File: src/hdl/ges_pkg.sv
`timescale 1ns / 1ps
// ---------------------------------------------------------------------------
// ges_pkg: shared types and constants of the linear-system solver
// Sizes, fixed-point helpers and controller/datapath command types.
// ---------------------------------------------------------------------------
package ges_pkg;
  localparam int Unknowns = 3;
  localparam int FracBits = 16;
  localparam int Cols = Unknowns + 1;
  localparam int Entries = Unknowns * Cols;
  localparam int RW = $clog2(Unknowns);
  localparam int CW = $clog2(Cols);
  localparam int AW = $clog2(Entries);
  localparam int LW = $clog2(Entries + 1);
  localparam int DivSteps = 32 + FracBits + 1;
  localparam int DSW = $clog2(DivSteps + 1);

  typedef enum logic [1:0] {
    OP_NONE = 2'd0,
    OP_ELIM = 2'd1,
    OP_BACK = 2'd2
  } op_t;

  // command from controller to datapath
  typedef struct packed {
    logic          rd;      // read a word
    logic [AW-1:0] rd_addr;
    logic          wr_mac;  // write back saturated accumulator
    logic          wr_swap; // write swap register
    logic [AW-1:0] wr_addr;
    logic          ld_swap; // latch read word into swap register
    logic          ld_a;    // latch read word into multiplier operand a
    logic          ld_b;    // latch read word as operand b
    logic          ld_b_x;  // operand b from solution store
    logic [RW-1:0] x_idx;
    logic          mul;     // accumulate acc - a*b
    logic          acc_ld;  // acc = read word
    logic          div_go;  // start acc / divisor
    logic          ld_div;  // latch read word as divisor
    logic          m_ld;    // multiplier reg = quotient
    logic          a_is_m;  // operand a = multiplier reg
    logic          x_wr;    // solution store[x_idx] = quotient
    logic          zero_wr; // write zero at wr_addr
  } cmd_t;

  typedef struct packed {
    logic          rd_zero; // last read word is zero
    logic          div_busy;
  } sts_t;

  function automatic logic [31:0] sat32(input logic signed [65:0] v);
    if (v > 66'sd2147483647) return 32'h7fffffff;
    if (v < -66'sd2147483648) return 32'h80000000;
    return v[31:0];
  endfunction
endpackage

File: src/hdl/ges_ctrl.sv
`timescale 1ns / 1ps
// ---------------------------------------------------------------------------
// ges_ctrl: solver sequencer
// Loads words, runs pivot search, swap, elimination and back substitution.
// ---------------------------------------------------------------------------
module ges_ctrl (
  input  logic                clk,
  input  logic                rst_n,
  input  logic                in_valid,
  output logic                in_ready,
  output logic                in_wr,
  output logic [ges_pkg::AW-1:0] in_addr,
  output ges_pkg::cmd_t       cmd,
  input  ges_pkg::sts_t       sts,
  input  logic [31:0]         x_word,
  output logic                out_valid,
  input  logic                out_ready,
  output logic [31:0]         out_solution,
  output logic [2:0]          out_unknown_index,
  output logic                out_status,
  output logic                out_last
);
  import ges_pkg::*;

  typedef enum logic [15:0] {
    S_LOAD   = 16'h0001,
    S_PRD    = 16'h0002,
    S_PCHK   = 16'h0004,
    S_SWRD   = 16'h0008,
    S_SWA    = 16'h0010,
    S_SWB    = 16'h0020,
    S_MRD    = 16'h0040,
    S_MDIV   = 16'h0080,
    S_MWAIT  = 16'h0100,
    S_URD    = 16'h0200,
    S_UMUL   = 16'h0400,
    S_UWB    = 16'h0800,
    S_BRD    = 16'h1000,
    S_BMAC   = 16'h2000,
    S_BDIV   = 16'h4000,
    S_OUT    = 16'h8000
  } state_t;

  state_t state_r, state_nxt;
  logic [LW-1:0] ld_r, ld_nxt;
  logic [RW-1:0] i_r, i_nxt, j_r, j_nxt, p_r, p_nxt;
  logic [CW-1:0] k_r, k_nxt;
  logic [2:0]    ph_r, ph_nxt;
  logic          fail_r, fail_nxt;

  function automatic logic [AW-1:0] ad(input logic [RW-1:0] r, input logic [CW-1:0] c);
    return AW'(r * Cols + c);
  endfunction

  assign in_ready = (state_r == S_LOAD);
  assign in_wr = in_valid && in_ready;
  assign in_addr = ld_r[AW-1:0];
  assign out_valid = (state_r == S_OUT);
  assign out_status = fail_r;
  assign out_solution = fail_r ? 32'd0 : x_word;
  assign out_unknown_index = fail_r ? 3'd0 : 3'(i_r);
  assign out_last = fail_r || (i_r == RW'(Unknowns - 1));

  always_comb begin
    state_nxt = state_r;
    ld_nxt = ld_r;
    i_nxt = i_r; j_nxt = j_r; p_nxt = p_r; k_nxt = k_r;
    ph_nxt = ph_r;
    fail_nxt = fail_r;
    cmd = '0;
    cmd.x_idx = (state_r == S_OUT) ? i_r : k_r[RW-1:0];
    case (state_r)
      S_LOAD: begin
        if (in_wr) begin
          if (ld_r == LW'(Entries - 1)) begin
            ld_nxt = '0;
            i_nxt = '0;
            p_nxt = '0;
            fail_nxt = 1'b0;
            state_nxt = S_PRD;
          end else ld_nxt = ld_r + 1'b1;
        end
      end
      S_PRD: begin
        cmd.rd = 1'b1;
        cmd.rd_addr = ad(p_r, CW'(i_r));
        state_nxt = S_PCHK;
      end
      S_PCHK: begin
        if (!sts.rd_zero) begin
          k_nxt = '0;
          ph_nxt = '0;
          if (p_r == i_r) begin
            j_nxt = i_r + 1'b1;
            state_nxt = (i_r == RW'(Unknowns - 1)) ? S_BRD : S_MRD;
            if (i_r == RW'(Unknowns - 1)) begin
              i_nxt = i_r; k_nxt = CW'(Unknowns); ph_nxt = '0;
            end
          end else state_nxt = S_SWRD;
        end else if (p_r == RW'(Unknowns - 1) || i_r == RW'(Unknowns - 1)) begin
          fail_nxt = 1'b1;
          i_nxt = '0;
          state_nxt = S_OUT;
        end else begin
          p_nxt = p_r + 1'b1;
          state_nxt = S_PRD;
        end
      end
      S_SWRD: begin
        cmd.rd = 1'b1;
        cmd.rd_addr = ad(p_r, k_r);
        state_nxt = S_SWA;
      end
      S_SWA: begin
        cmd.ld_swap = 1'b1;
        cmd.rd = 1'b1;
        cmd.rd_addr = ad(i_r, k_r);
        state_nxt = S_SWB;
      end
      S_SWB: begin
        // rd holds row i word, swap holds row p word
        cmd.wr_swap = 1'b1;
        cmd.wr_addr = ad(i_r, k_r);
        cmd.acc_ld = 1'b1;
        cmd.ld_swap = 1'b1;
        if (ph_r == 3'd0) begin
          ph_nxt = 3'd1;
        end else begin
          cmd.wr_swap = 1'b1;
          cmd.wr_addr = ad(p_r, k_r);
          ph_nxt = 3'd0;
          if (k_r == CW'(Cols - 1)) begin
            j_nxt = i_r + 1'b1;
            k_nxt = '0;
            state_nxt = S_MRD;
          end else begin
            k_nxt = k_r + 1'b1;
            state_nxt = S_SWRD;
          end
        end
      end
      S_MRD: begin
        cmd.rd = 1'b1;
        if (ph_r == 3'd0) begin
          cmd.rd_addr = ad(i_r, CW'(i_r));
          ph_nxt = 3'd1;
        end else begin
          cmd.ld_div = 1'b1;
          cmd.rd_addr = ad(j_r, CW'(i_r));
          ph_nxt = 3'd2;
          state_nxt = S_MDIV;
        end
      end
      S_MDIV: begin
        cmd.acc_ld = 1'b1;
        ph_nxt = 3'd0;
        state_nxt = S_MWAIT;
      end
      S_MWAIT: begin
        if (ph_r == 3'd0) begin
          cmd.div_go = 1'b1;
          ph_nxt = 3'd1;
        end else if (!sts.div_busy) begin
          cmd.m_ld = 1'b1;
          cmd.zero_wr = 1'b1;
          cmd.wr_addr = ad(j_r, CW'(i_r));
          k_nxt = CW'(i_r) + 1'b1;
          ph_nxt = 3'd0;
          state_nxt = S_URD;
        end
      end
      S_URD: begin
        cmd.rd = 1'b1;
        if (ph_r == 3'd0) begin
          cmd.rd_addr = ad(i_r, k_r);
          ph_nxt = 3'd1;
        end else begin
          cmd.rd_addr = ad(j_r, k_r);
          cmd.ld_b = 1'b1;
          cmd.ld_a = 1'b1;
          cmd.a_is_m = 1'b1;
          ph_nxt = 3'd0;
          state_nxt = S_UMUL;
        end
      end
      S_UMUL: begin
        cmd.acc_ld = 1'b1;
        cmd.mul = 1'b1;
        state_nxt = S_UWB;
      end
      S_UWB: begin
        if (!sts.div_busy) begin
          cmd.wr_mac = 1'b1;
          cmd.wr_addr = ad(j_r, k_r);
          if (k_r != CW'(Cols - 1)) begin
            k_nxt = k_r + 1'b1;
            state_nxt = S_URD;
          end else if (j_r != RW'(Unknowns - 1)) begin
            j_nxt = j_r + 1'b1;
            state_nxt = S_MRD;
          end else begin
            i_nxt = i_r + 1'b1;
            p_nxt = i_r + 1'b1;
            state_nxt = S_PRD;
          end
        end
      end
      S_BRD: begin
        // ph0: read rhs into acc, then per k: read A[i][k], mul with x[k]
        cmd.rd = 1'b1;
        if (ph_r == 3'd0) begin
          cmd.rd_addr = ad(i_r, CW'(Unknowns));
          ph_nxt = 3'd1;
        end else if (ph_r == 3'd1) begin
          cmd.acc_ld = 1'b1;
          k_nxt = CW'(i_r) + 1'b1;
          cmd.rd_addr = ad(i_r, CW'(i_r) + 1'b1);
          ph_nxt = 3'd2;
          if (i_r == RW'(Unknowns - 1)) begin
            cmd.rd_addr = ad(i_r, CW'(i_r));
            ph_nxt = 3'd4;
          end
        end else if (ph_r == 3'd2) begin
          cmd.rd = 1'b0;
          cmd.ld_a = 1'b1;
          cmd.ld_b = 1'b1;
          cmd.ld_b_x = 1'b1;
          ph_nxt = 3'd3;
          state_nxt = S_BMAC;
        end else if (ph_r == 3'd4) begin
          cmd.rd = 1'b0;
          cmd.ld_div = 1'b1;
          state_nxt = S_BDIV;
          ph_nxt = 3'd0;
        end else begin
          cmd.rd_addr = ad(i_r, k_r);
          ph_nxt = 3'd2;
        end
      end
      S_BMAC: begin
        cmd.mul = 1'b1;
        state_nxt = S_BMAC;
        ph_nxt = 3'd5;
        if (ph_r == 3'd5 && !sts.div_busy) begin
          if (k_r == CW'(Unknowns - 1)) begin
            cmd.rd = 1'b1;
            cmd.mul = 1'b0;
            cmd.rd_addr = ad(i_r, CW'(i_r));
            ph_nxt = 3'd4;
            state_nxt = S_BRD;
          end else begin
            cmd.mul = 1'b0;
            k_nxt = k_r + 1'b1;
            ph_nxt = 3'd6;
            state_nxt = S_BRD;
          end
        end else if (ph_r == 3'd5) cmd.mul = 1'b0;
      end
      S_BDIV: begin
        if (ph_r == 3'd0) begin
          cmd.div_go = 1'b1;
          ph_nxt = 3'd1;
        end else if (!sts.div_busy) begin
          cmd.x_wr = 1'b1;
          cmd.x_idx = i_r;
          ph_nxt = 3'd0;
          if (i_r == '0) begin
            state_nxt = S_OUT;
          end else begin
            i_nxt = i_r - 1'b1;
            state_nxt = S_BRD;
          end
        end
      end
      S_OUT: begin
        if (out_ready) begin
          if (out_last) state_nxt = S_LOAD;
          else i_nxt = i_r + 1'b1;
        end
      end
      default: state_nxt = S_LOAD;
    endcase
    // final diagonal zero check happens in S_BDIV setup
    if (state_r == S_BRD && ph_r == 3'd4 && i_r == RW'(Unknowns - 1) && sts.rd_zero) begin
      fail_nxt = 1'b1;
      i_nxt = '0;
      state_nxt = S_OUT;
    end
  end

  always_ff @(posedge clk) begin
    if (!rst_n) begin
      state_r <= S_LOAD;
      ld_r <= '0;
      fail_r <= 1'b0;
      i_r <= '0;
      ph_r <= '0;
    end else begin
      state_r <= state_nxt;
      ld_r <= ld_nxt;
      fail_r <= fail_nxt;
      i_r <= i_nxt;
      ph_r <= ph_nxt;
    end
    j_r <= j_nxt;
    p_r <= p_nxt;
    k_r <= k_nxt;
  end
endmodule

File: config.mk
export PLATFORM = sky130hd
export DESIGN_NAME = ges_ctrl
export DESIGN_NICKNAME = d
export VERILOG_FILES = /design/src/hdl/ges_pkg.sv /design/src/hdl/ges_ctrl.sv
export SDC_FILE = /design/constraint.sdc
export NUM_CORES = 1
export LEC_CHECK = 0
export BUFFER_PORTS_ARGS = -buffer_cell sky130_fd_sc_hd__buf_2
export CORE_AREA = 2 2 82 92
export CTS_CLUSTER_DIAMETER = 200
export DETAILED_ROUTE_END_ITERATION = 8
export DIE_AREA = 0 0 84 94
export GPL_ROUTABILITY_DRIVEN = 1
export PLACE_DENSITY_LB_ADDON = 0.08
export SLEW_MARGIN = 20
export SYNTH_ARGS = -nofsm -noshare
export SYNTH_HDL_FRONTEND = slang
export SYNTH_SLANG_ARGS = --single-unit
File: constraint.sdc
create_clock -name clk -period 3.9 [get_ports clk]
set_clock_uncertainty 0.15 [all_clocks]
set_input_delay 0.78 -clock clk [delete_from_list [all_inputs] [get_ports clk]]
set_output_delay 0.78 -clock clk [all_outputs]
set_load 0.005 [all_outputs]
==> results.json <==
{
  "status": "complete, no violations",
  "area_growth_pct": 24.4,
  "numCtsBuffers": 5,
  "dp.cells": 597,
  "dieArea_um2": 7900,
  "start_kind": "register",
  "holdCritStartpoint": "in_addr[2]$_SDFFE_PN0P_",
  "first_pass_iters": 6,
  "hold_viol": 0,
  "timing.rr.end": "k_r[1]$_DFFE_PP_",
  "ys_warn_count": 0,
  "final_common_cell": "buf_2",
  "fp.dieW_um": 84,
  "async_flop_share_pct": 0,
  "drc": 0,
  "p_int_uw": 986,
  "finalCriticalPeriod_ns": 3.84,
  "hold_class": "register to register",
  "worstMarginPinSlew_ns": 0.899,
  "wl_per_cell_um": 19.6,
  "fin_nets": 564,
  "clock_sinks": 32,
  "clkPwrFrac_pct": 16.3,
  "setup_viol_count_final": 0,
  "gp_congestion": 0.988,
  "cts.clk_slew.worst_paths_ns": 0.07,
  "synthFlopType": "dfxtp_1",
  "rsz0062_at_grt": "false",
  "ys_seq_elements": 32,
  "crit_family": "simple AND/OR/NAND/NOR gates",
  "start_util_pct": 44.1,
  "syn_nets": 462,
  "drtIter0Drc": 640,
  "fmax_ghz": 0.260,
  "holdWs_ns": 0.365,
  "top_layer_used": "met4",
  "diodes": 0,
  "htreeDepth": 2,
  "hpwlAfterDp_um": 9310,
  "netlist_area_um2": 3050,
  "syn_inst": 417,
  "critPathBufInv": 1,
  "port_buffers": 105,
  "cts.path.max_buffers": 2,
  "fin_crit_sh_pct": 98.5,
  "num_vias": 3728,
  "clk_latency_ns": 0.30,
  "synth_edf_count": 6,
  "path_class": "register to output port",
  "whs_path_depth": 2,
  "regToRegStartpoint": "state_r[15]$_SDFFE_PN0P_",
  "crit_slowest_cell": "or4_1",
  "rows": 32,
  "antenna_found_initial": 0,
  "power-per-cell-area_nw_per_um2": 489,
  "grt_pass1_vias": 3297,
  "crit_path_max_fanout": 8,
  "grt_pass1_wl_um": 18000,
  "io_pins": 107,
  "antenna_left": 0,
  "r2r_slack_ns": 0.45,
  "critPathRequiredTime_ns": 2.97,
  "fin_cells": 605,
  "arrival_ns": 2.91,
  "ir_worst_vdd_v": 0.000346,
  "cts_tree": "done",
  "coreArea_um2": 6930,
  "relSlewSlack_pct": 39.9,
  "cts_setup_buffers": 0,
  "fin_setup_tns_ns": 0,
  "p_leak_uw": 0.00170,
  "maxCapViolations": 0,
  "worstSetupEndpointType": "output port",
  "worst_slack_ns": 0.0574,
  "reg2reg_depth": 8,
  "path_cells": "or4_1 > or4_4 > or4b_4 > o2111ai_2 > a21o_1 > buf_2",
  "route.met2.wl_um": 5470,
  "wirelength_um": 11800,
  "swShare_pct": 47.0,
  "viasPerCell": 6.16,
  "synth_seq_area_share_pct": 22.9,
  "power_frac_comb_pct": 59.0,
  "wl_met1_um": 4970,
  "finalPower_uw": 1860,
  "synthDistinctLibCells": 66,
  "grt_overflow": 0,
  "syn_avg_cell_area_um2": 7.32,
  "switching_power_uw": 872,
  "track_usage_pct": 29.4,
  "slew_viol_final": 0,
  "holdPathEnd": "in_addr[2]$_SDFFE_PN0P_",
  "pre_cts_slack_ns": 0.335,
  "die_h_um": 94,
  "grt_max_degree": 37,
  "final_cell_mix": "105 x buf_2, 38 x nor2_1, 36 x nand2_1",
  "root_buffer": "clkbuf_8",
  "drive_gt1_share_pct": 30.8,
  "seqPwrFrac_pct": 24.7,
  "met3_length_um": 917,
  "critPathMaxStageDelay_ns": 0.71
}
[metrics by stage]
stage | util [%] | cell area [µm²]
final | 54.8 | 3800
after global routing | 54.8 | 3800
after CTS | 54.8 | 3790
after detailed placement | 53.3 | 3690
after global placement | 53.3 | 3690
after floorplan | - | 3050
[how the worst max path moves through the flow]
| stage | start | to | slack [ns] | cells after the start |
|---|---|---|---|---|
| floorplan | state_r[15]$_SDFFE_PN0P_ | cmd[20] | 0.66 | 6 |
| finish | state_r[15]$_SDFFE_PN0P_ | cmd[20] | 0.06 | 6 |
| global route | state_r[15]$_SDFFE_PN0P_ | cmd[20] | 0.003 | 6 |
| detailed placement | state_r[7]$_SDFFE_PP0P_ | cmd[20] | 0.34 | 6 |
| global placement | state_r[7]$_SDFFE_PP0P_ | cmd[20] | 0.37 | 6 |
| CTS | state_r[7]$_SDFFE_PP0P_ | cmd[20] | 0.004 | 6 |
[registers in the layout (all words and copies together) (netlist names)]
signal	cells
k_r	2
in_addr	4
out_status	1
ph_r	3
j_r	2
state_r	16
p_r	2
i_r	2
[final cells by class]
| type | instances | area (µm²) |
|---|---|---|
| Tap cell | 85 | 106 |
| Clock buffer | 8 | 100 |
| Inverter | 15 | 56.3 |
| Timing Repair Buffer | 127 | 691 |
| Fill cell | 691 | 3130 |
| Sequential cell | 32 | 701 |
| Multi-Input combinational cell | 338 | 2140 |
[Yosys cell counts (9+ instances only)]
master / count / share of area, %
o21ai_0: 35 / 5.7
nor2_1: 38 / 4.7
nor4b_1: 12 / 3.4
nor3_1: 17 / 2.8
clkbuf_1: 19 / 2.3
nand4_1: 9 / 1.8
inv_1: 15 / 1.8
dfxtp_1: 26 / 17
nor2b_1: 34 / 7.0
nand2_1: 36 / 4.4
nand3_1: 13 / 2.1
a21oi_1: 23 / 3.8
nor4_1: 11 / 2.3
[worst register-to-register path, cell delays in order (launching register included)]
cell,delay [ns]
dfxtp_1,0.37
or4_1,0.71
buf_4,0.24
nor3_2,0.27
nand2_2,0.21
inv_1,0.18
a2111oi_1,0.13
a2111oi_0,0.70
buf_4,0.24
[cell families (layout without fill, tap and decap cells)]
| logic type | count (synthesis) | after routing | share of synthesized area [%] |
|---|---|---|---|
| simple gates | 216 | 216 | 42.2 |
| compound gates | 102 | 102 | 21.1 |
| buf+inv | 47 | 150 | 7.17 |
| flops | 32 | 32 | 22.9 |
| xor+xnor | 8 | 8 | 2.29 |
| fa+ha+maj | 7 | 7 | 2.87 |
| mux | 4 | 4 | 1.31 |
| other cells | 1 | 1 | 0.123 |
[routing by layer]
layer  vias up  track usage [%]
met5         -                0
met4         0             14.1
met3        49             5.10
met2       209             46.1
met1      1720             39.1
li1       1750                -
[power groups by stage]
stage               clock network (µW)  logic, µW  registers [µW]
floorplan                            0        726             428
global route                       319       1200             467
global placement                     0       1060             460
CTS                                305       1070             456
detailed placement                   0       1060             463
finish                             303       1100             459
[repair_timing]
item,CTS,global route
gates resized for setup,0,1
hold buffers,0,0
endpoints found under the setup margin,0,2
No activity file was read; power rests on OpenSTA's default activity.
